$ cat config.mk
export PLATFORM = sky130hd
export DESIGN_NAME = id3v2_frame_text_extractor_core
export DESIGN_NICKNAME = d
export VERILOG_FILES = /design/src/hw/rtl/id3fte_pkg.sv /design/src/hw/rtl/id3v2_frame_text_extractor_core.sv /design/src/hw/rtl/id3fte_parser.sv /design/src/hw/rtl/id3fte_queue.sv
export VERILOG_INCLUDE_DIRS = /design/src /design/src/hw/rtl
export SDC_FILE = /design/constraint.sdc
export NUM_CORES = 1
export LEC_CHECK = 0
export ABC_AREA = 1
export BUFFER_PORTS_ARGS = -buffer_cell sky130_fd_sc_hd__buf_2
export CAP_MARGIN = 20
export CELL_PAD_IN_SITES_DETAIL_PLACEMENT = 1
export CELL_PAD_IN_SITES_GLOBAL_PLACEMENT = 1
export CORE_UTILIZATION = 39
export CTS_BUF_LIST = sky130_fd_sc_hd__clkbuf_8
export CTS_CLUSTER_DIAMETER = 40
export DETAILED_ROUTE_END_ITERATION = 8
export GPL_ROUTABILITY_DRIVEN = 0
export PLACE_DENSITY = 0.78
export RECOVER_POWER = 50
export SETUP_SLACK_MARGIN = 0.3
export SLEW_MARGIN = 5
export SYNTH_ARGS = -nofsm -noshare
export SYNTH_HDL_FRONTEND = slang
export SYNTH_SLANG_ARGS = --single-unit
$ cat constraint.sdc
create_clock -name clk -period 8.4 [get_ports clk]
set_input_delay 1.68 -clock clk [delete_from_list [all_inputs] [get_ports clk]]
set_output_delay 1.68 -clock clk [all_outputs]
set_load 0.01 [all_outputs]
$ cat src/hw/rtl/id3v2_frame_text_extractor_core_assert.svh
// ----------------------------------------------------------------------------
// ID3v2 frame text extractor assertion macros
// Shared concurrent assertion forms, clocked on clk; ID3FTE_ASSERT uses rst as disable.
// ----------------------------------------------------------------------------
`ifndef ID3V2_FRAME_TEXT_EXTRACTOR_CORE_ASSERT_SVH
`define ID3V2_FRAME_TEXT_EXTRACTOR_CORE_ASSERT_SVH

// check a property outside reset
`define ID3FTE_ASSERT(label, prop, msg) \
  label: assert property (@(posedge clk) disable iff (rst) prop) else $error(msg);

// check a property at every edge, reset included
`define ID3FTE_ASSERT_ALWAYS(label, prop, msg) \
  label: assert property (@(posedge clk) prop) else $error(msg);

`endif

$ cat src/hw/rtl/id3fte_pkg.sv
// ----------------------------------------------------------------------------
// ID3v2 frame text extractor package
// Types, codes and constants shared by the parser and the result queue.
// ----------------------------------------------------------------------------
package id3fte_pkg;

  localparam int QueueDepth = 4;
  localparam int PtrW       = $clog2(QueueDepth);
  localparam int CountW     = $clog2(QueueDepth + 1);

  localparam logic [31:0] LongKeyReset  = 32'd1414091826;
  localparam logic [23:0] ShortKeyReset = 24'd5526578;

  localparam logic [0:0] RegLongKey  = 1'd0;
  localparam logic [0:0] RegShortKey = 1'd1;

  localparam logic [1:0] OC_FOUND     = 2'd0;
  localparam logic [1:0] OC_ABSENT    = 2'd1;
  localparam logic [1:0] OC_NO_MAGIC  = 2'd2;
  localparam logic [1:0] OC_TRUNCATED = 2'd3;

  typedef enum logic [5:0] {
    PH_HDR     = 6'b000001,
    PH_EXT     = 6'b000010,
    PH_FHDR    = 6'b000100,
    PH_PAY     = 6'b001000,
    PH_DONE    = 6'b010000,
    PH_NOMAGIC = 6'b100000
  } phase_t;

  typedef struct packed {
    logic       is_status;
    logic [7:0] text_char;
    logic [1:0] outcome;
    logic [7:0] tag_version;
  } result_t;

  typedef struct packed {
    logic    r0_valid;
    result_t r0;
    logic    r1_valid;
    result_t r1;
  } push_t;

endpackage

$ cat src/hw/rtl/id3v2_frame_text_extractor_core.sv
// ----------------------------------------------------------------------------
// ID3v2 frame text extractor core
// Walks an ID3v2 tag a byte at a time and emits the text of the keyed frame,
// then a status word at the end of the data.
//
//   channel   signals                                   role
//   in        in_valid/in_ready, tag_byte, end_of_data  tag bytes
//   out       out_valid/out_ready, is_status .. version  text and status words
//   cfg       cfg_write, cfg_index, cfg_data            frame keys
//
// One byte is accepted per cycle while there is room; its words are queued.
// A byte yields at most two words, so a stalled output throttles input once
// the four-word result queue has fewer than two free slots.
// Reset is synchronous; no clearing pass.
// ----------------------------------------------------------------------------
`include "id3v2_frame_text_extractor_core_assert.svh"

module id3v2_frame_text_extractor_core (
  input  logic        clk,
  input  logic        rst,
  input  logic        cfg_write,
  input  logic        cfg_index,
  input  logic [31:0] cfg_data,
  input  logic        in_valid,
  output logic        in_ready,
  input  logic [7:0]  tag_byte,
  input  logic        end_of_data,
  output logic        out_valid,
  input  logic        out_ready,
  output logic        is_status,
  output logic [7:0]  text_char,
  output logic [1:0]  outcome,
  output logic [7:0]  tag_version
);

  id3fte_pkg::push_t                push;
  id3fte_pkg::result_t              head_word;
  logic [id3fte_pkg::CountW-1:0]    count;
  logic                             fire;

  assign fire = in_valid && in_ready;

  id3fte_parser u_parser (
    .clk         (clk),
    .rst         (rst),
    .cfg_write   (cfg_write),
    .cfg_index   (cfg_index),
    .cfg_data    (cfg_data),
    .fire        (fire),
    .tag_byte    (tag_byte),
    .end_of_data (end_of_data),
    .push        (push)
  );

  id3fte_queue u_queue (
    .clk       (clk),
    .rst       (rst),
    .fire      (fire),
    .push      (push),
    .room      (in_ready),
    .out_valid (out_valid),
    .out_ready (out_ready),
    .head_word (head_word),
    .count     (count)
  );

  assign is_status   = head_word.is_status;
  assign text_char   = head_word.text_char;
  assign outcome     = head_word.outcome;
  assign tag_version = head_word.tag_version;

  `ID3FTE_ASSERT_ALWAYS(a_reset_empty, rst |=> (count == '0), "queue not empty after reset")
  `ID3FTE_ASSERT(a_status_queued, (fire && end_of_data) |=> out_valid, "status word missing")
  `ID3FTE_ASSERT(a_depth, count <= id3fte_pkg::CountW'(id3fte_pkg::QueueDepth), "queue overrun")
  `ID3FTE_ASSERT(a_hold, (out_valid && !out_ready && !fire) |=> $stable(head_word), "word moved")

endmodule

$ cat src/hw/rtl/id3fte_parser.sv
// ----------------------------------------------------------------------------
// ID3v2 frame text extractor parser
// Holds the walk state and works out one byte's results in a single pass.
// ----------------------------------------------------------------------------
module id3fte_parser (
  input  logic                clk,
  input  logic                rst,
  input  logic                cfg_write,
  input  logic                cfg_index,
  input  logic [31:0]         cfg_data,
  input  logic                fire,
  input  logic [7:0]          tag_byte,
  input  logic                end_of_data,
  output id3fte_pkg::push_t   push
);

  logic [31:0] long_key;
  logic [23:0] short_key;

  id3fte_pkg::phase_t phase, phase_next;
  logic [3:0]  header_index, header_index_next;
  logic [7:0]  major_version, major_version_next;
  logic        unsync_on, unsync_on_next;
  logic        ext_header_on, ext_header_on_next;
  logic [27:0] tag_bytes_left, tag_bytes_left_next;
  logic [27:0] ext_bytes_left, ext_bytes_left_next;
  logic        last_was_ff, last_was_ff_next;
  logic [3:0]  frame_header_index, frame_header_index_next;
  logic [31:0] frame_id_shift, frame_id_shift_next;
  logic [31:0] frame_length, frame_length_next;
  logic [27:0] payload_index, payload_index_next;
  logic [7:0]  text_encoding, text_encoding_next;
  logic        text_done, text_done_next;
  logic        match_found, match_found_next;
  logic [1:0]  done_code, done_code_next;

  always_comb begin
    logic        shortv;
    logic [3:0]  idlen;
    logic [3:0]  hsize;
    logic [3:0]  idx;
    logic        deliver;
    logic        plain;
    logic        take;
    logic [1:0]  oc;
    phase_next              = phase;
    header_index_next       = header_index;
    major_version_next      = major_version;
    unsync_on_next          = unsync_on;
    ext_header_on_next      = ext_header_on;
    tag_bytes_left_next     = tag_bytes_left;
    ext_bytes_left_next     = ext_bytes_left;
    last_was_ff_next        = last_was_ff;
    frame_header_index_next = frame_header_index;
    frame_id_shift_next     = frame_id_shift;
    frame_length_next       = frame_length;
    payload_index_next      = payload_index;
    text_encoding_next      = text_encoding;
    text_done_next          = text_done;
    match_found_next        = match_found;
    done_code_next          = done_code;
    push                    = '0;
    shortv  = major_version < 8'd3;
    idlen   = shortv ? 4'd3 : 4'd4;
    hsize   = shortv ? 4'd6 : 4'd10;
    idx     = '0;
    deliver = 1'b1;
    plain   = 1'b0;
    take    = 1'b0;
    oc      = id3fte_pkg::OC_FOUND;

    unique case (phase)
      id3fte_pkg::PH_HDR: begin
        idx = header_index;
        if (idx == 4'd0) begin
          if (tag_byte != 8'h49) phase_next = id3fte_pkg::PH_NOMAGIC;
        end else if (idx == 4'd1) begin
          if (tag_byte != 8'h44) phase_next = id3fte_pkg::PH_NOMAGIC;
        end else if (idx == 4'd2) begin
          if (tag_byte != 8'h33) phase_next = id3fte_pkg::PH_NOMAGIC;
        end else if (idx == 4'd3) begin
          major_version_next = tag_byte;
        end else if (idx == 4'd5) begin
          unsync_on_next     = tag_byte[7];
          ext_header_on_next = tag_byte[6];
        end else if (idx >= 4'd6) begin
          tag_bytes_left_next = {tag_bytes_left[20:0], tag_byte[6:0]};
        end
        header_index_next = idx + 4'd1;
        if (phase_next == id3fte_pkg::PH_HDR && idx == 4'd9) begin
          header_index_next = '0;
          if (tag_bytes_left_next == '0) begin
            phase_next     = id3fte_pkg::PH_DONE;
            done_code_next = id3fte_pkg::OC_ABSENT;
          end else if (ext_header_on_next) begin
            phase_next          = id3fte_pkg::PH_EXT;
            ext_bytes_left_next = '0;
          end else begin
            phase_next              = id3fte_pkg::PH_FHDR;
            frame_header_index_next = '0;
            last_was_ff_next        = 1'b0;
          end
        end
      end
      id3fte_pkg::PH_EXT: begin
        tag_bytes_left_next = tag_bytes_left - 28'd1;
        if (header_index < 4'd4) begin
          ext_bytes_left_next = {ext_bytes_left[20:0], tag_byte[6:0]};
          header_index_next   = header_index + 4'd1;
          if (header_index_next == 4'd4) begin
            if (major_version != 8'd3)
              ext_bytes_left_next = (ext_bytes_left_next >= 28'd4) ?
                                    ext_bytes_left_next - 28'd4 : '0;
            if (ext_bytes_left_next == '0) begin
              phase_next              = id3fte_pkg::PH_FHDR;
              frame_header_index_next = '0;
              last_was_ff_next        = 1'b0;
            end
          end
        end else begin
          ext_bytes_left_next = ext_bytes_left - 28'd1;
          if (ext_bytes_left_next == '0) begin
            phase_next              = id3fte_pkg::PH_FHDR;
            frame_header_index_next = '0;
            last_was_ff_next        = 1'b0;
          end
        end
        if (tag_bytes_left_next == '0) begin
          phase_next     = id3fte_pkg::PH_DONE;
          done_code_next = id3fte_pkg::OC_ABSENT;
        end
      end
      id3fte_pkg::PH_FHDR, id3fte_pkg::PH_PAY: begin
        tag_bytes_left_next = tag_bytes_left - 28'd1;
        if (unsync_on) begin
          if (last_was_ff && tag_byte == 8'h00) begin
            deliver          = 1'b0;
            last_was_ff_next = 1'b0;
          end else begin
            last_was_ff_next = (tag_byte == 8'hFF);
          end
        end
        if (deliver && phase == id3fte_pkg::PH_FHDR) begin
          idx = frame_header_index;
          if (idx == 4'd0 && (tag_byte < 8'h41 || tag_byte > 8'h5A)) begin
            phase_next     = id3fte_pkg::PH_DONE;
            done_code_next = id3fte_pkg::OC_ABSENT;
          end else begin
            if (idx == 4'd0) begin
              frame_id_shift_next = '0;
              frame_length_next   = '0;
            end
            if (idx < idlen)
              frame_id_shift_next = {frame_id_shift_next[23:0], tag_byte};
            else if (idx < idlen + idlen)
              frame_length_next = {frame_length_next[23:0], tag_byte};
            frame_header_index_next = idx + 4'd1;
            if (frame_header_index_next >= hsize) begin
              frame_header_index_next = '0;
              if (frame_length_next > {4'd0, tag_bytes_left_next}) begin
                phase_next     = id3fte_pkg::PH_DONE;
                done_code_next = id3fte_pkg::OC_ABSENT;
              end else begin
                match_found_next = shortv ?
                  (frame_id_shift_next[23:0] == short_key) :
                  (frame_id_shift_next == long_key);
                payload_index_next = '0;
                text_done_next     = 1'b0;
                text_encoding_next = '0;
                if (frame_length_next == '0) begin
                  if (match_found_next) begin
                    phase_next     = id3fte_pkg::PH_DONE;
                    done_code_next = id3fte_pkg::OC_FOUND;
                  end
                end else begin
                  phase_next = id3fte_pkg::PH_PAY;
                end
              end
            end
          end
        end else if (deliver) begin
          if (match_found) begin
            if (payload_index == '0) begin
              text_encoding_next = tag_byte;
            end else if (!text_done) begin
              plain = (text_encoding == 8'd0) || (text_encoding == 8'd3);
              take  = plain || (payload_index >= 28'd3 && payload_index[0]);
              if (take) begin
                if (tag_byte == 8'h00) begin
                  text_done_next = 1'b1;
                end else begin
                  push.r0_valid       = 1'b1;
                  push.r0.text_char   = tag_byte;
                end
              end
            end
          end
          payload_index_next = payload_index + 28'd1;
          if ({4'd0, payload_index_next} >= frame_length) begin
            if (match_found) begin
              phase_next     = id3fte_pkg::PH_DONE;
              done_code_next = id3fte_pkg::OC_FOUND;
            end else begin
              phase_next              = id3fte_pkg::PH_FHDR;
              frame_header_index_next = '0;
              last_was_ff_next        = 1'b0;
            end
          end
        end
        if (tag_bytes_left_next == '0 &&
            (phase_next == id3fte_pkg::PH_FHDR || phase_next == id3fte_pkg::PH_PAY)) begin
          done_code_next = (phase_next == id3fte_pkg::PH_PAY && match_found_next) ?
                           id3fte_pkg::OC_TRUNCATED : id3fte_pkg::OC_ABSENT;
          phase_next     = id3fte_pkg::PH_DONE;
        end
      end
      id3fte_pkg::PH_DONE, id3fte_pkg::PH_NOMAGIC: begin
      end
      default: begin
      end
    endcase

    if (end_of_data) begin
      priority if (phase_next == id3fte_pkg::PH_NOMAGIC)
        oc = id3fte_pkg::OC_NO_MAGIC;
      else if (phase_next == id3fte_pkg::PH_HDR)
        oc = (header_index_next < 4'd3) ? id3fte_pkg::OC_NO_MAGIC :
                                          id3fte_pkg::OC_TRUNCATED;
      else if (phase_next == id3fte_pkg::PH_DONE)
        oc = done_code_next;
      else if (phase_next == id3fte_pkg::PH_FHDR && frame_header_index_next == '0)
        oc = id3fte_pkg::OC_ABSENT;
      else
        oc = id3fte_pkg::OC_TRUNCATED;
      if (push.r0_valid) begin
        push.r1_valid           = 1'b1;
        push.r1.is_status       = 1'b1;
        push.r1.outcome         = oc;
        push.r1.tag_version     = major_version_next;
      end else begin
        push.r0_valid           = 1'b1;
        push.r0.is_status       = 1'b1;
        push.r0.outcome         = oc;
        push.r0.tag_version     = major_version_next;
      end
    end
  end

  always_ff @(posedge clk) begin
    if (rst) begin
      long_key  <= id3fte_pkg::LongKeyReset;
      short_key <= id3fte_pkg::ShortKeyReset;
    end else if (cfg_write) begin
      unique case (cfg_index)
        id3fte_pkg::RegLongKey:  long_key  <= cfg_data;
        id3fte_pkg::RegShortKey: short_key <= cfg_data[23:0];
        default: begin
        end
      endcase
    end
  end

  always_ff @(posedge clk) begin
    if (rst || (fire && end_of_data)) begin
      phase              <= id3fte_pkg::PH_HDR;
      header_index       <= '0;
      major_version      <= '0;
      unsync_on          <= 1'b0;
      ext_header_on      <= 1'b0;
      tag_bytes_left     <= '0;
      ext_bytes_left     <= '0;
      last_was_ff        <= 1'b0;
      frame_header_index <= '0;
      frame_id_shift     <= '0;
      frame_length       <= '0;
      payload_index      <= '0;
      text_encoding      <= '0;
      text_done          <= 1'b0;
      match_found        <= 1'b0;
      done_code          <= '0;
    end else if (fire) begin
      phase              <= phase_next;
      header_index       <= header_index_next;
      major_version      <= major_version_next;
      unsync_on          <= unsync_on_next;
      ext_header_on      <= ext_header_on_next;
      tag_bytes_left     <= tag_bytes_left_next;
      ext_bytes_left     <= ext_bytes_left_next;
      last_was_ff        <= last_was_ff_next;
      frame_header_index <= frame_header_index_next;
      frame_id_shift     <= frame_id_shift_next;
      frame_length       <= frame_length_next;
      payload_index      <= payload_index_next;
      text_encoding      <= text_encoding_next;
      text_done          <= text_done_next;
      match_found        <= match_found_next;
      done_code          <= done_code_next;
    end
  end

endmodule

$ cat src/hw/rtl/id3fte_queue.sv
// ----------------------------------------------------------------------------
// ID3v2 frame text extractor result queue
// Small ring of result words; takes up to two words in and one out a cycle.
// ----------------------------------------------------------------------------
module id3fte_queue (
  input  logic                              clk,
  input  logic                              rst,
  input  logic                              fire,
  input  id3fte_pkg::push_t                 push,
  output logic                              room,
  output logic                              out_valid,
  input  logic                              out_ready,
  output id3fte_pkg::result_t               head_word,
  output logic [id3fte_pkg::CountW-1:0]     count
);

  id3fte_pkg::result_t             slots [id3fte_pkg::QueueDepth];
  logic [id3fte_pkg::PtrW-1:0]     head;
  logic [id3fte_pkg::PtrW-1:0]     tail;
  logic [id3fte_pkg::CountW-1:0]   count_next;
  logic                            pop;
  logic                            w0;
  logic                            w1;

  assign tail      = head + count[id3fte_pkg::PtrW-1:0];
  assign room      = count <= id3fte_pkg::CountW'(id3fte_pkg::QueueDepth - 2);
  assign out_valid = count != '0;
  assign head_word = slots[head];
  assign pop       = out_valid && out_ready;
  assign w0        = fire && push.r0_valid;
  assign w1        = fire && push.r1_valid;

  always_comb begin
    count_next = count + id3fte_pkg::CountW'(w0) + id3fte_pkg::CountW'(w1)
                 - id3fte_pkg::CountW'(pop);
  end

  always_ff @(posedge clk) begin
    if (w0) slots[tail] <= push.r0;
    if (w1) slots[tail + id3fte_pkg::PtrW'(1)] <= push.r1;
  end

  always_ff @(posedge clk) begin
    if (rst) begin
      head  <= '0;
      count <= '0;
    end else begin
      if (pop) head <= head + id3fte_pkg::PtrW'(1);
      count <= count_next;
    end
  end

endmodule
==> impl_results.md, run 1 <==
* Required @ worst endpoint at 8.99 ns
* Hold slack at 0.463 ns
* Initial antenna violation count at 1
* Max_cap viols at 4
* Reg area at 6930 um^2
* Hold buffer count at cts at 0
* Yosys warning count at 0
* Worst-Skew Late Latency at 0.67 ns
* Register share of total power at 0.197
* Initial drt markers at 1668
* Pre-CTS setup slack at 2.01 ns
* Row Count at 86
* Layout Nets at 3515
* Clock power frac at 0.200
* Worst setup margin at 1.24 ns
* CP Data Arrival Time at 7.76 ns
* Port Buf Inserts at 67
* P_sw at 5.59 mW
* Final wirelength at 79.6 mm
* Drt first pass iters at 5
* Placed cells at 4052
* Largest net degree at the start of global routing at 86
* Post-synth ARST share at 0
* Residual DRC at 0
* Sw Ratio at 0.530
* RSZ-0062 raised after global routing: no
* CTS root buf: clkbuf_8
* CTS buffer count at 73
* Synth Cell Area at 21800 um^2
* Max_slew headroom at -0.887
* Clock slew at reported path FFs at 0.06 ns
* Routed len/inst at 19.0 um
* Final hold viol count at 0
* Met3 track demand over resource at 0.0396
* Clk_skew at 0.0292 ns
* First-pass GRT wire length at 128 mm
* Multi-input gate area at 12400 um^2
* Final ANT Viol Nets at 0
* Synth Register Bits at 324
* Cells after Synth at 3360
* Int Power at 4.96 mW
* Die Y at 239 um
* Vias per Instance at 5.62
* Syn-to-layout area delta at 11.8%
* Die area at 57000 um^2
* Post-Layout Cell Count at 4190
* Pwr Total at 10.6 mW
* Slew @ Worst Pin at 2.83 ns
* Setup violators final at 0
* Share of cells above drive strength 1 at 0.0744
* WS Path Type: in2reg
* Fmax at 140 MHz
* GRT Total Usage at 0.278
* CP Capture Type: flop
* Final period utilization at 0.853
* Number of global-route vias before repair at 24100
* Maximum vdd drop at 0.000165 V
* Pins Over Slew Limit at 250
* Starting Density at 0.396
* PostCTS Resize Cnt at 0
* HP Class: reg2reg
* CTS tree: done
* H-tree levels at 3
* Synthesized area per cell at 6.50 um^2
* CORE AREA at 55200 um^2
* Post-synth top flop: dfxtp_1
* GRT met2 Usage at 0.475
* Setup tns final at 0 ns
* Total number of vias at 23600
* Crit path time final at 7.16 ns
* CP startpoint kind: primary input
* Fill count at 7327
* Failing checks: capacitance limit, slew limit
* Clk sinks at 324
* Yosys cell types at 56
* GR Layer Usage met1 at 0.354
* Number of synthesized flops with an enable pin at 44
* Logic pwr share at 0.602
* Seq/Total Area, Yosys at 0.317
* GRT busiest layer: met2
* Outcome: finished, violations left
* Die X at 239 um
* # IOs at 68
* Mapped Nets at 3493
* DPL Wire Length at 57.2 mm
* PwrDens at 432 nW/um^2
* Global-route congestion overflow total at 0
* Clock Tree Buf Depth at 3
* CP max FO at 85
* Postcts setup bufs at 0
* Pleak at 11.0 nW
==> cell usage after synthesis (39+ instances only) <==
| master | instances | area (um^2) |
|---|---|---|
| edfxtp_1 | 44 | 1320 |
| dfxtp_1 | 280 | 5610 |
| a21oi_1 | 273 | 1370 |
| clkbuf_1 | 119 | 447 |
| o21ai_1 | 39 | 195 |
| o211ai_1 | 57 | 428 |
| nand4_1 | 45 | 282 |
| nor3_1 | 64 | 320 |
| nor2_1 | 371 | 1390 |
| inv_1 | 480 | 1800 |
| o21ai_0 | 297 | 1490 |
| nand3_1 | 200 | 1000 |
| xor2_1 | 70 | 613 |
| ha_1 | 84 | 1050 |
| nand2_1 | 653 | 2450 |
==> through the flow <==
step / utilization / instance area (um^2)
CTS: 0.443 / 24400
floorplan: - / 21800
finish: 0.442 / 24400
global route: 0.442 / 24400
detailed placement: 0.411 / 22700
global placement: 0.411 / 22700
==> area by class of cell <==
cell class	count	share of cell area
antenna	1	0.000102
clock buffer	85	0.0479
clock inverter	49	0.0226
inverter	499	0.0767
multi-input combinational	2388	0.509
sequential	324	0.284
tap	748	0.0383
timing repair buffer	96	0.0218
==> worst max-delay path: stages <==
cell and delay (ns):
clkbuf_1 0.13, clkinv_1 0.08, clkbuf_1 1.94, nand2_1 1.71
clkbuf_2 1.36, a21oi_1 0.49, o21ai_0 0.17, inv_1 0.09
==> placed cells by master (no fill, tap or decap), drive strengths merged, types with 4 or more instances in the layout <==
cell      instances
nand2           665
inv             506
nor2            384
o21ai           346
dfxtp           280
a21oi           274
nand3           203
clkbuf          115
ha               84
xor2             70
nor3             70
buf              66
o211ai           57
nand4            45
edfxtp           44
o22ai            31
a221oi           31
nor4             24
clkinv           24
a211oi           18
xnor2            13
bufinv           11
nand3b            9
or2               9
a31oi             8
mux2i             8
clkinvlp          7
o21a              6
o221ai            5
a22oi             4
==> flip-flops by register name (all words and copies together) (netlist names), 2 cells and up, named ones only <==
signal / flops
u_parser.done_code: 2
u_queue.count: 3
u_parser.text_encoding: 8
u_parser.major_version: 8
u_parser.payload_index: 28
u_parser.phase: 6
u_parser.frame_header_index: 4
u_parser.tag_bytes_left: 28
u_queue.slots: 76
u_parser.long_key: 32
u_parser.ext_bytes_left: 28
u_parser.header_index: 4
u_parser.frame_length: 32
u_parser.short_key: 24
u_queue.head: 2
u_parser.frame_id_shift: 32
==> power by group through the flow <==
stage / Combinational (mW) / Sequential, mW / Clock (mW)
final: 6.35 / 2.08 / 2.11
after global routing: 7.04 / 2.11 / 2.24
after CTS: 6.26 / 2.08 / 2.16
after detailed placement: 6.20 / 2.10 / 0
after global placement: 5.93 / 2.09 / 0
after floorplan: 4.54 / 2.01 / 0
==> final timing paths <==
path	startpoint	endpoint	slack (ns)	cells after the start
min reg2reg	u_parser.text_encoding[6]$_SDFFE_PP0P_	u_parser.text_encoding[6]$_SDFFE_PP0P_	0.46	2
max	rst	u_parser.frame_length[27]$_SDFFE_PP0P_	1.24	8
max reg2reg	u_parser.major_version[6]$_SDFFE_PP0P_	u_queue.slots[3][9]$_DFFE_PP_	1.93	34
min	u_parser.text_encoding[6]$_SDFFE_PP0P_	u_parser.text_encoding[6]$_SDFFE_PP0P_	0.46	2
==> per-layer routing <==
layer	vias to the layer above	routed length, um
li1	11200	-
met1	11600	35200
met2	660	37700
met3	157	4230
met4	0	2470
met5	-	0
==> kinds of logic after synthesis <==
family / Yosys count / synth area share
AOI/OAI and AO/OA: 793 / 0.205
xor gates and xnor gates: 83 / 0.0333
adders and majority gates: 86 / 0.0500
buffers and inverters: 648 / 0.115
DFF: 324 / 0.317
muxes: 8 / 0.00367
and+or+nand+nor: 1418 / 0.276
No activity file was read; power rests on OpenSTA's default activity.
==> inputs of run 2 (changes only) <==
Settings changed: CORE_ASPECT_RATIO from default to 0.6.
==> run 2 against run 1 <==
  * The run still ends with capacitance limit, slew limit left
  * Sequential power hardly changed
  * Cell area is 2.1% lower
  * Setup slack better by 0.014 ns
  * First-iteration DRC count is 18% higher
  * Power is 2.7% lower
  * Via count is 0.87% higher
  * Clock-buffer cell count is 16 lower
  * Utilization is 0.56 points lower
  * Routed wire length is 7.1% higher
  * Critical endpoint is now u_queue.slots[2][8]$_DFFE_PP_
  * Largest cell class unchanged
==> impl_results.md, run 2 (synthesized netlist as in run 1, its figures left out) <==
* Pins Over Slew Limit at 247 (-1.2%)
* WS Path Type: reg2reg
* P_sw at 5.77 mW (+3.1%)
* Setup violators final at 0 (unchanged)
* Most used cell, CP: nand3_1
* Origin of the critical flop-to-flop path: u_parser.payload_index[0]$_SDFFE_PP0P_
* Number of global-route vias before repair at 23900 (-0.64%)
* Maximum vdd drop at 0.000224 V (+35%)
* CTS buffer count at 58 (-21%)
* Postcts setup bufs at 0 (unchanged)
* Clk_skew at 0.0478 ns (+0.0186 ns)
* Hold path depth at 2 (unchanged)
* Die X at 308 um (+29%)
* Routed len/inst at 20.5 um (+7.7%)
* Final hold viol count at 0 (unchanged)
* RSZ-0062 raised after global routing: no
* Crit path time final at 7.15 ns (-0.0139 ns)
* PostCTS Resize Cnt at 0 (unchanged)
* First-pass GRT wire length at 134 mm (+4.8%)
* Residual DRC at 0 (unchanged)
* Crit path max-delay cell type: nor4_1
* Clock slew at reported path FFs at 0.07 ns (about the same)
* Max_slew headroom at -1.99 (-1.10)
* CP max FO at 5 (-94%)
* Most common cell after layout, fill and taps aside: nand2_1
* Register share of total power at 0.203 (+0.006)
* Fmax at 140 MHz (+0.19%)
* Critical path launch point: u_parser.payload_index[0]$_SDFFE_PP0P_
* Outcome: finished, violations left
* Initial antenna violation count at 1 (unchanged)
* Worst-Skew Late Latency at 0.70 ns (+0.03 ns)
* Port Buf Inserts at 67 (unchanged)
* Max_cap viols at 4 (unchanged)
* Worst r2r path cells at 36 (+5.9%)
* Pwr Total at 10.3 mW (-2.7%)
* Pleak at 10.8 nW (-2.3%)
* Initial drt markers at 1974 (+18%)
* Sw Ratio at 0.561 (+0.0316)
* Diode count at 0 (-1)
* Final wirelength at 85.2 mm (+7.1%)
* Layout Nets at 3501 (-0.40%)
* Final period utilization at 0.851 (-0.00166)
* Clk sinks at 324 (unchanged)
* Hold slack at 0.463 ns (+0.0000500 ns)
* Required @ worst endpoint at 8.81 ns (-0.18 ns)
* Setup tns final at 0 ns (unchanged)
* GRT Total Usage at 0.296 (+0.0178)
* CP startpoint kind: flop
* Logic pwr share at 0.640 (+0.038)
* Slew @ Worst Pin at 4.49 ns (+1.66 ns)
* H-tree levels at 2 (-1)
* # IOs at 68 (unchanged)
* Int Power at 4.50 mW (-9.2%)
* PwrDens at 429 nW/um^2 (-0.62%)
* Drt first pass iters at 5 (unchanged)
* Delay of the slowest critical-path stage at 0.55 ns (-1.39 ns)
* Global-route congestion overflow total at 0 (unchanged)
* Starting Density at 0.399 (+0.00326)
* Placed cells at 4051 (-0.025%)
* Vias per Instance at 5.70 (+1.4%)
* CTS tree: done
* Die Y at 185 um (-22%)
* HP Class: reg2reg
* Total number of vias at 23800 (+0.87%)
* CTS root buf: clkbuf_8
* Most frequent cells in the layout: nand2_1 (653), inv_1 (489), nor2_1 (368)
* CP Data Arrival Time at 7.56 ns (-0.20 ns)
* Row Count at 66 (-23%)
* Hold Startpoint: u_parser.text_encoding[7]$_SDFFE_PP0P_
* Post-Layout Cell Count at 4166 (-0.57%)
* Clock power frac at 0.156 (-0.044)
* Final ANT Viol Nets at 0 (unchanged)
* CP Capture Type: flop
* Syn-to-layout area delta at 9.49%
* Max reg flops at 76 (unchanged)
* Die area at 57000 um^2 (about the same)
* CORE AREA at 54800 um^2 (-0.82%)
* Largest net degree at the start of global routing at 74 (-14%)
* Clock Tree Buf Depth at 3 (unchanged)
* DPL Wire Length at 62.3 mm (+9.0%)
* Share of cells above drive strength 1 at 0.0670 (-0.00740)
* Failing checks: capacitance limit, slew limit
* Top reg by flops: u_queue.slots
* Hold buffer count at cts at 0 (unchanged)
-- run 2: cell type report --
cell class,instances,area [um^2]
sequential,324,6930
timing repair buffer,97,531
tap,748,936
clock inverter,41,267
multi-input combinational,2388,12400
clock buffer,69,950
inverter,499,1870
fill,7275,30800
-- run 2: critical path: cells and delay by family (launching register included) --
| family | cells | cell delay [ns] |
|---|---|---|
| compound gates | 1 | 0.16 |
| xor+xnor | 1 | 0.15 |
| fa+ha+maj | 1 | 0.29 |
| buf+inv | 5 | 0.53 |
| flops | 1 | 0.40 |
| simple gates | 28 | 5.35 |
-- run 2: metrics by stage --
stage | setup slack (ns) | instance area [um^2] | utilization
6_report | 1.25 | 23900 | 0.437
5_1_grt | 0.692 | 23900 | 0.437
4_1_cts | 1.42 | 23900 | 0.437
3_5_place_dp | 1.44 | 22700 | 0.415
3_3_place_gp | 1.93 | 22700 | 0.415
2_1_floorplan | 3.50 | 21800 | -
-- run 2: power groups by stage --
stage | clock [mW] | combinational [mW] | sequential [mW]
4_1_cts | 1.64 | 6.41 | 2.08
3_5_place_dp | 0 | 6.36 | 2.10
6_report | 1.60 | 6.58 | 2.09
5_1_grt | 1.71 | 7.22 | 2.11
2_1_floorplan | 0 | 4.54 | 2.01
3_3_place_gp | 0 | 6.07 | 2.09
-- run 2: layer usage --
layer	part of all wire	up-vias	GRT usage	wire length [um]
met2	0.42	810	0.444	35600
met4	0.015	0	0.0661	1270
met5	0	-	0	0
li1	-	11100	-	-
met3	0.084	98	0.0606	7180
met1	0.48	11700	0.432	41200
-- run 2: path summary, 6_finish.rpt --
path,endpoint,slack (ns)
max reg2reg,u_queue.slots[2][8]$_DFFE_PP_,1.25
min reg2reg,u_parser.text_encoding[7]$_SDFFE_PP0P_,0.46
max,u_queue.slots[2][8]$_DFFE_PP_,1.25
min,u_parser.text_encoding[7]$_SDFFE_PP0P_,0.46
==> inputs of run 3 (changes only) <==
Settings changed: CORE_MARGIN from default to 5, CTS_CLUSTER_SIZE from default to 25.
==> run 3 against run 2 <==
  * The run still ends with capacitance limit, slew limit left
  * Clock skew is 0.0096 ns higher
  * Non-clock buffer count rose by 1
  * Setup slack worse by 0.36 ns
  * Global-route usage shrank 4.2 points
  * Clock-buffer cell count down 19
  * Flip-flop and latch count unchanged
  * Power decreased by 2.6%
  * Final cell count is 0.31% lower
  * Critical endpoint is now u_parser.tag_bytes_left[9]$_SDFFE_PP0P_
  * Combinational power shrank 2%
  * Sequential power about the same
  * First-iteration DRC count rose by 5.0%
  * Via count shrank 3.6%
==> impl_results.md, run 3 (synthesized netlist as in run 1, its figures left out) <==
* Initial drt markers at 2072 (+5.0%)
* Register share of total power at 0.207 (+0.004)
* CP startpoint kind: primary input
* CP max FO at 63 (+58)
* Clock Tree Buf Depth at 3 (unchanged)
* Fmax at 133 MHz (-4.8%)
* Syn-to-layout area delta at 8.95%
* PostCTS Resize Cnt at 0 (unchanged)
* Slew @ Worst Pin at 2.81 ns (-1.68 ns)
* Clock slew at reported path FFs at 0.07 ns (about the same)
* Largest net degree at the start of global routing at 72 (-2.7%)
* Int Power at 4.40 mW (-2.2%)
* Clk sinks at 324 (unchanged)
* PwrDens at 420 nW/um^2 (-2.1%)
* Worst-Skew Late Latency at 0.67 ns (-0.03 ns)
* Global-route congestion overflow total at 0 (unchanged)
* Share of cells above drive strength 1 at 0.0657 (-0.00129)
* WS Path Type: in2reg
* Clock power frac at 0.150 (-0.006)
* Top reg by flops: u_queue.slots
* Max_cap viols at 3 (-1)
* CTS root buf: clkbuf_8
* Pins Over Slew Limit at 176 (-29%)
* CTS tree: done
* Residual DRC at 0 (unchanged)
* Die area at 61000 um^2 (+7.0%)
* # IOs at 68 (unchanged)
* Port Buf Inserts at 67 (unchanged)
* Crit-path cells: clkbuf_1, clkinv_1, clkbuf_1, nand2_1, clkbuf_2, a221oi_1
* Routed len/inst at 19.4 um (-5.3%)
* CP Capture Type: flop
* Logic pwr share at 0.643 (+0.003)
* Crit path time final at 7.51 ns (+0.363 ns)
* Layout Nets at 3490 (-0.31%)
* Crit path max-delay cell type: nand2_1
* Die X at 316 um (+2.6%)
* Clk_skew at 0.0574 ns (+0.00963 ns)
* First-pass GRT wire length at 127 mm (-5.6%)
* Number of global-route vias before repair at 22100 (-7.5%)
* CP Data Arrival Time at 8.00 ns (+0.44 ns)
* Setup violators final at 0 (unchanged)
* Final period utilization at 0.894 (+0.0432)
* Diode count at 0 (unchanged)
* Delay of the slowest critical-path stage at 2.32 ns (+1.77 ns)
* Final ANT Viol Nets at 0 (unchanged)
* CORE AREA at 55700 um^2 (+1.7%)
* P_sw at 5.60 mW (-2.9%)
* Post-Layout Cell Count at 4153 (-0.31%)
* Hold buffer count at cts at 0 (unchanged)
* Vias per Instance at 5.52 (-3.3%)
* HP Class: reg2reg
* Initial antenna violation count at 3 (+2)
* Final wirelength at 80.4 mm (-5.6%)
* Row Count at 67 (+1.5%)
* GRT Total Usage at 0.255 (-0.0416)
* Max reg flops at 76 (unchanged)
* Hold slack at 0.466 ns (+0.00320 ns)
* Most common cell after layout, fill and taps aside: nand2_1
* Final hold viol count at 0 (unchanged)
* DPL Wire Length at 58.7 mm (-5.8%)
* Drt first pass iters at 5 (unchanged)
* Starting Density at 0.392 (-0.00655)
* RSZ-0062 raised after global routing: no
* CTS buffer count at 46 (-21%)
* Fill count at 7429 (+2.1%)
* Sw Ratio at 0.560 (-0.00174)
* Outcome: finished, violations left
* Total number of vias at 22900 (-3.6%)
* Setup tns final at 0 ns (unchanged)
* Max_slew headroom at -0.873 (+1.12)
* Placed cells at 4066 (+0.37%)
* Pleak at 10.7 nW (-0.94%)
* H-tree levels at 2 (unchanged)
* Post-layout util at 0.428 (-0.00928)
* Maximum vdd drop at 0.000272 V (+22%)
* Pwr Total at 10.0 mW (-2.6%)
* Postcts setup bufs at 0 (unchanged)
* Required @ worst endpoint at 8.89 ns (+0.08 ns)
* Failing checks: capacitance limit, slew limit
* Most used cell, CP: clkbuf_1
* Die Y at 193 um (+4.3%)
* Most frequent cells in the layout: nand2_1 (653), inv_1 (481), nor2_1 (367)
## run 3: cell count changes in the layout (fill, tap and decap cells not counted), sizes merged
| cell | previous run | this run |
|---|---|---|
| bufinv | 2 | 3 |
| inv | 499 | 504 |
| clkinv | 34 | 24 |
| clkbuf | 102 | 78 |
| buf | 64 | 70 |
| clkinvlp | 5 | 3 |
## run 3: metrics by stage
| step | worst slack [ns] | instance area [um^2] |
|---|---|---|
| final | 0.888 | 23800 |
| after global routing | 0.395 | 23800 |
| after CTS | 1.74 | 23800 |
| after detailed placement | 1.79 | 22800 |
| after global placement | 2.13 | 22800 |
| after floorplan | 3.50 | 21800 |
## run 3: power by group through the flow
stage                     Sequential, mW  Combinational, mW  Clock (mW)
after global routing                2.10               7.09        1.60
after detailed placement            2.09               6.26           0
after floorplan                     2.01               4.54           0
after global placement              2.09               6.13           0
after CTS                           2.06               6.31        1.53
final                               2.07               6.43        1.50
## run 3: metal layers
metal	up-vias	part of all wire	GRT usage
met3	92	0.087	0.0602
met2	720	0.39	0.350
met4	2	0.014	0.0428
met5	-	0.00016	0
li1	11100	-	-
met1	11000	0.51	0.404
## run 3: path summary, 6_finish.rpt
kind	cells past startpoint	slack (ns)	startpoint	endpoint
worst min register to register	2	0.47	u_parser.payload_index[8]$_SDFFE_PP0P_	u_parser.payload_index[8]$_SDFFE_PP0P_
worst min-delay path	2	0.47	u_parser.payload_index[8]$_SDFFE_PP0P_	u_parser.payload_index[8]$_SDFFE_PP0P_
worst max-delay path	6	0.89	rst	u_parser.tag_bytes_left[9]$_SDFFE_PP0P_
worst max register to register	36	1.52	u_parser.payload_index[0]$_SDFFE_PP0P_	u_queue.slots[3][8]$_DFFE_PP_
## run 3: layout make-up
type	instances	area [um^2]	area share
repair buffers	98	532	0.0223
multi-input cells	2388	12400	0.523
flip-flops and latches	324	6930	0.291
clock inverters	35	385	0.0162
clock buffers	50	688	0.0289
inverters	499	1870	0.0788
well taps	759	950	0.0399
## run 3: worst max-delay path: cells and delay by family
| kind | cells | cell delay (ns) |
|---|---|---|
| AO/OA/AOI/OAI | 1 | 0.55 |
| AND/OR/NAND/NOR | 1 | 2.32 |
| buffers and inverters | 4 | 3.41 |
